**src/rtl/core/layer_pixel_blend_core_assert.svh**
```systemverilog
// Assertion macros for the layer pixel blend core.
`ifndef LAYER_PIXEL_BLEND_CORE_ASSERT_SVH
`define LAYER_PIXEL_BLEND_CORE_ASSERT_SVH

// same-cycle implication, disabled during reset
`define LPB_ASSERT_NOW(lbl, clk, rst, ante, cons, msg) \
   lbl: assert property (@(posedge clk) disable iff (rst) (ante) |-> (cons)) else $error(msg);

// next-cycle implication, disabled during reset
`define LPB_ASSERT_NEXT(lbl, clk, rst, ante, cons, msg) \
   lbl: assert property (@(posedge clk) disable iff (rst) (ante) |=> (cons)) else $error(msg);

`endif

```
**src/rtl/core/lpb_pkg.sv**
```systemverilog
package lpb_pkg;

   localparam int NUM_LAYERS = 4;

   // channel arithmetic
   localparam logic [7:0]  CH_MAX    = 8'd255;
   localparam logic [7:0]  LERP_BIAS = 8'd127;
   localparam logic [16:0] SAT_LIMIT = 17'd65025;   // 255 * 255

   // blend mode codes
   typedef enum logic [2:0] {
      MODE_ADD   = 3'd0,
      MODE_ALPHA = 3'd1,
      MODE_SUB   = 3'd2,
      MODE_MIX   = 3'd3,
      MODE_MAX   = 3'd4,
      MODE_MIN   = 3'd5
   } mode_type;

   // register indexes
   typedef logic [1:0] csr_addr_type;
   localparam csr_addr_type CSR_BLEND_MODE   = 2'd0;
   localparam csr_addr_type CSR_LAYER_ENABLE = 2'd1;
   localparam csr_addr_type CSR_MIX_WEIGHT   = 2'd2;

   // register reset values
   localparam logic [2:0]            RST_BLEND_MODE   = 3'd0;
   localparam logic [NUM_LAYERS-1:0] RST_LAYER_ENABLE = 4'hF;
   localparam logic [7:0]            RST_MIX_WEIGHT   = 8'd128;

   // blend controls shared by every step
   typedef struct packed {
      logic [2:0] mode;
      logic [7:0] mix_weight;
   } lpb_ctrl_type;

   // per-stage tag traveling with the data
   typedef struct packed {
      logic valid;
      logic have;    // some layer already folded in
   } lpb_tag_type;

endpackage

```
**src/rtl/core/lpb_blend_step.sv**
```systemverilog
// One fold step: blends a new layer onto the running pixel.
// Stage A: products and simple results. Stage B: divide by 255 and select.
module lpb_blend_step #(
   parameter int SIDE_W = 1
) (
   input  logic                 clock,
   input  logic                 reset,
   input  logic                 adv,
   input  lpb_pkg::lpb_ctrl_type ctrl,
   input  logic                 layer_en,
   input  lpb_pkg::lpb_tag_type  in_tag,
   input  logic [31:0]          in_acc,
   input  logic [31:0]          in_px,
   input  logic [SIDE_W-1:0]    in_side,
   output lpb_pkg::lpb_tag_type  out_tag,
   output logic [31:0]          out_acc,
   output logic [SIDE_W-1:0]    out_side
);
   import lpb_pkg::*;

   // x / 255 saturated at 255; x below 2^17
   function automatic logic [7:0] div255(input logic [16:0] x);
      logic [16:0] t;
      logic [8:0]  q0;
      logic [16:0] m;
      logic [16:0] rem;
      logic [8:0]  q;
      t   = {1'b0, x[15:0]} + {9'b0, x[15:8]};
      q0  = t[16:8];
      m   = {q0, 8'b0} - {8'b0, q0};
      rem = {1'b0, x[15:0]} - m;
      q   = (rem >= 17'd255) ? q0 + 9'd1 : q0;
      if (x >= SAT_LIMIT) begin
         div255 = CH_MAX;
      end else begin
         div255 = q[7:0];
      end
   endfunction

   // stage A
   lpb_tag_type        tag_a_ff, tag_a_in;
   logic [3:0][7:0]    simple_a_ff, simple_a_in;
   logic [3:0]         sel_a_ff, sel_a_in;
   logic [3:0][16:0]   prod_a_ff, prod_a_in;
   logic [SIDE_W-1:0]  side_a_ff;

   // stage B
   lpb_tag_type        tag_b_ff;
   logic [31:0]        acc_b_ff, acc_b_in;
   logic [SIDE_W-1:0]  side_b_ff;

   logic [7:0] oa, na, wgt;
   logic [3:0][7:0] o_ch, n_ch, wo_ch, wn_ch, bias_ch;

   always_comb begin
      oa  = in_acc[31:24];
      na  = in_px[31:24];
      wgt = (ctrl.mode == MODE_MIX) ? ctrl.mix_weight : na;
      tag_a_in.valid = in_tag.valid;
      tag_a_in.have  = in_tag.have | layer_en;
      for (int k = 0; k < 4; k++) begin
         o_ch[k]        = in_acc[8*k +: 8];
         n_ch[k]        = in_px[8*k +: 8];
         wo_ch[k]       = '0;
         wn_ch[k]       = '0;
         bias_ch[k]     = '0;
         sel_a_in[k]    = 1'b0;
         simple_a_in[k] = o_ch[k];
         if (!layer_en) begin
            simple_a_in[k] = o_ch[k];
         end else if (!in_tag.have) begin
            simple_a_in[k] = n_ch[k];
         end else begin
            unique case (ctrl.mode)
               MODE_ADD: begin
                  if (k == 3) begin
                     simple_a_in[k] = (oa > na) ? oa : na;
                  end else begin
                     sel_a_in[k] = 1'b1;
                     wo_ch[k]    = oa;
                     wn_ch[k]    = na;
                  end
               end
               MODE_ALPHA, MODE_MIX: begin
                  sel_a_in[k] = 1'b1;
                  wo_ch[k]    = CH_MAX - wgt;
                  wn_ch[k]    = wgt;
                  bias_ch[k]  = LERP_BIAS;
               end
               MODE_SUB: simple_a_in[k] = (n_ch[k] > o_ch[k]) ? n_ch[k] - o_ch[k] : 8'd0;
               MODE_MAX: simple_a_in[k] = (n_ch[k] > o_ch[k]) ? n_ch[k] : o_ch[k];
               MODE_MIN: simple_a_in[k] = (n_ch[k] < o_ch[k]) ? n_ch[k] : o_ch[k];
               default:  simple_a_in[k] = o_ch[k];
            endcase
         end
         prod_a_in[k] = ({9'b0, o_ch[k]} * {9'b0, wo_ch[k]})
                      + ({9'b0, n_ch[k]} * {9'b0, wn_ch[k]})
                      + {9'b0, bias_ch[k]};
      end
   end

   always_comb begin
      for (int k = 0; k < 4; k++) begin
         acc_b_in[8*k +: 8] = sel_a_ff[k] ? div255(prod_a_ff[k]) : simple_a_ff[k];
      end
   end

   always_ff @(posedge clock) begin
      if (reset) begin
         tag_a_ff <= '0;
         tag_b_ff <= '0;
      end else if (adv) begin
         tag_a_ff <= tag_a_in;
         tag_b_ff <= tag_a_ff;
      end
   end

   always_ff @(posedge clock) begin
      if (adv) begin
         simple_a_ff <= simple_a_in;
         sel_a_ff    <= sel_a_in;
         prod_a_ff   <= prod_a_in;
         side_a_ff   <= in_side;
         acc_b_ff    <= acc_b_in;
         side_b_ff   <= side_a_ff;
      end
   end

   assign out_tag  = tag_b_ff;
   assign out_acc  = acc_b_ff;
   assign out_side = side_b_ff;

endmodule

```
**config.mk**
```make
export PLATFORM = sky130hd
export DESIGN_NAME = lpb_blend_step
export DESIGN_NICKNAME = d
export VERILOG_FILES = /design/src/rtl/core/layer_pixel_blend_core_assert.svh /design/src/rtl/core/lpb_pkg.sv /design/src/rtl/core/lpb_blend_step.sv
export SDC_FILE = /design/constraint.sdc
export NUM_CORES = 2
export LEC_CHECK = 0
export BUFFER_PORTS_ARGS = -buffer_cell sky130_fd_sc_hd__buf_2
export CAP_MARGIN = 25
export CORE_AREA = 2 2 287 289
export CTS_CLUSTER_SIZE = 24
export DETAILED_ROUTE_END_ITERATION = 10
export DIE_AREA = 0 0 289 291
export PLACE_DENSITY_LB_ADDON = 0.05
export SLEW_MARGIN = 10
export SYNTH_ARGS = -nofsm -noshare
export SYNTH_HDL_FRONTEND = slang
export SYNTH_SLANG_ARGS = --single-unit
```
**constraint.sdc**
```tcl
create_clock -name clock -period 10 [get_ports clock]
set_input_delay 2 -clock clock [delete_from_list [all_inputs] [get_ports clock]]
set_output_delay 2 -clock clock [all_outputs]
set_load 0.005 [all_outputs]
```
==> results.toml <==
[run_status]
outcome = "finished, final reports clean"

[drt]
drc_errors = 0
vias = 24700
drt_wl_total_um = 90400
drt_first_pass_iters = 5
drt_iter0_markers = 1221
post_drt_wl_per_cell_um = 18.8
vias_per_cell = 5.15
ant_nets = 0

[synthesis]
seq_area_frac_synth = 0.129
synth_area_um2 = 32200
synth_seq_cells = 140
yosys.cell_count.top_type = "inv_1"
ys_warn_count = 0
ys_types = 90
synthesis.nets = 4613
synth_edf_count = 136
ys_top_cells_by_area = "fa_1 26%, ha_1 18%, edfxtp_1 13%"
async_flop_share = 0
syn_avg_cell_area_um2 = 8.81
yosys.area.top_type = "fa_1"
synth_flop_cell = "edfxtp_1"
synth_top_area_share = 0.261
synth_common_cells = "775 x inv_1, 456 x ha_1, 420 x fa_1, 322 x and2_1, 263 x nand2_1"
syn_inst = 3655

[worst_setup_path]
worstPathArrival_ps = 9480
path_max_fanout = 12
end_kind = "flip-flop"
cp.required_ps = 10300
crit_path_max_incr_delay_ps = 550
slowest_stage = "fa_1"
cp_common_cell = "fa_1"
criticalPathCategory = "primary input to flip-flop"
start_kind = "primary input"

[sta]
slew_violations = 0
fin_crit_sh = 0.918
worst_pin_slew_ps = 948
skew_ps = 16.6
grt_setup_unrepaired = "no"
setup_slack_ps = 817
period_minus_slack_ps = 9180
slew-limit-headroom = 0.368
fmax_ghz = 0.109
hold_viol = 0
fin_tns_setup_ps = 0
setup_viol = 0

[place]
place.gp.congestion = 0.854
dp_slack_ps = 307
hpwl_um = 73300
dp_cells = 4759
port_buffers = 116

[cts]
clock_path_buffers = 2
clk-insertion-delay-late_ps = 500
path_clk_slew_ps = 60
tritoncts = "done"
htree_levels = 4
postCtsSetupBuffers = 0
post_cts_resized = 0
cts_buffers = 17
root_buffer = "clkbuf_16"
cts_hold_buf = 0
cts_sinks = 140

[global_routing]
track_usage = 0.223
grt_overflow = 0
grt_first_pass_wirelength_um = 144000
grt_max_degree = 79
grt_pass1_vias = 25500
antenna_found_initial = 15

[power_and_ir_drop]
p_per_area_nw_per_um2 = 99.1
vdd_drop_max_uv = 136
power.total_mw = 3.43
leakagePower_nw = 17.9

[floorplanning]
floorplan.io_pins = 117
initial_core_util = 0.397
rows = 105
die_w_um = 289
die-area_um2 = 84100
die_y_um = 291
core_um2 = 81200

[final_layout]
drive_gt1_frac = 0.0629
fin_util = 0.426
nets = 4667
stdcell_count = 4798
syn_to_final_growth_pct = 7.48

[worst_hold_path]
hold_class = "flip-flop to flip-flop"

[run]
drv_cap = 0
area by class of cell:
| cell class | instances | area, um^2 |
|---|---|---|
| Timing Repair Buffer | 157 | 892 |
| Clock inverter | 14 | 194 |
| Antenna cell | 6 | 15.0 |
| Tap cell | 1070 | 1340 |
| Clock buffer | 18 | 429 |
| Sequential cell | 140 | 4160 |
| Inverter | 777 | 2920 |
| Fill cell | 8230 | 46600 |
| Multi-Input combinational cell | 2616 | 24700 |
cell families after synthesis:
family                     count (synthesis)  synth area share
AOI/OAI and AO/OA                        530             0.111
xor gates and xnor gates                 135            0.0367
adders and majority gates                876             0.438
buffers and inverters                    899             0.105
DFF                                      140             0.129
muxes                                     24           0.00757
and+or+nand+nor                         1051             0.172
metrics by stage:
stage | hold slack, ps | cell area, um^2
2_1_floorplan | 400 | 32200
3_3_place_gp | 408 | 34000
3_5_place_dp | 431 | 34000
4_1_cts | 435 | 34600
5_1_grt | 447 | 34600
6_report | 428 | 34600
flip-flops by register name, summed over array words and instances, names as in the netlist:
signal	count
prod_a_ff	68
side_a_ff	1
tag_a_ff	2
simple_a_ff	32
out_acc	32
sel_a_ff	2
out_side	1
out_tag	2
report_power, final:
part | switching [mW] | internal, mW | total [mW] | leakage, nW
Sequential | 0.0655 | 0.738 | 0.804 | 1.34
Combinational | 1.12 | 0.804 | 1.93 | 16.2
Clock | 0.285 | 0.417 | 0.702 | 0.301
Total | 1.47 | 1.96 | 3.43 | 17.9
critical path, delay by kind of cell:
kind	cells	cell delay, ps
muxes	1	420
adders and majority gates	7	3300
buffers and inverters	5	420
AOI/OAI and AO/OA	8	2140
and+or+nand+nor	5	1200
placed cells by master (no fill, tap or decap), types with 8 or more instances in the layout:
master / count
o211ai_1: 12
o21a_1: 25
inv_1: 775
nor2b_1: 21
and4_1: 8
xor2_1: 28
nand3_1: 28
nand4_1: 36
nand2_1: 263
and2_1: 322
edfxtp_1: 136
a31oi_1: 12
o21ai_0: 91
a22oi_1: 12
a21oi_1: 148
nor4_1: 15
and3_1: 59
o31ai_1: 8
nor3_1: 53
a211oi_1: 10
o21bai_1: 12
nor2_1: 157
o22ai_1: 18
xnor2_1: 107
a21boi_0: 17
mux2i_1: 21
fa_1: 420
nand2b_1: 30
clkbuf_16: 17
a21o_1: 57
buf_4: 40
ha_1: 456
a2bb2oi_1: 10
buf_2: 116
a221o_1: 9
or3_1: 9
per-layer routing:
metal  routed length, um  global-route usage  up-vias
li1                    -                   -    12000
met1               42700               0.307    12200
met2               42600               0.363      403
met3                3140              0.0324      108
met4                1930              0.0602        8
met5                  51                   0        -
final timing paths:
check                      from            end  slack [ps]  cells after the start
setup reg to reg  prod_a_ff[43]    out_acc[22]        3280                     23
setup / recovery        ctrl[8]  prod_a_ff[33]         820                     26
hold / removal        side_a_ff       out_side         430                      0
hold reg to reg       side_a_ff       out_side         430                      0
(Power assumes the default switching activity.)
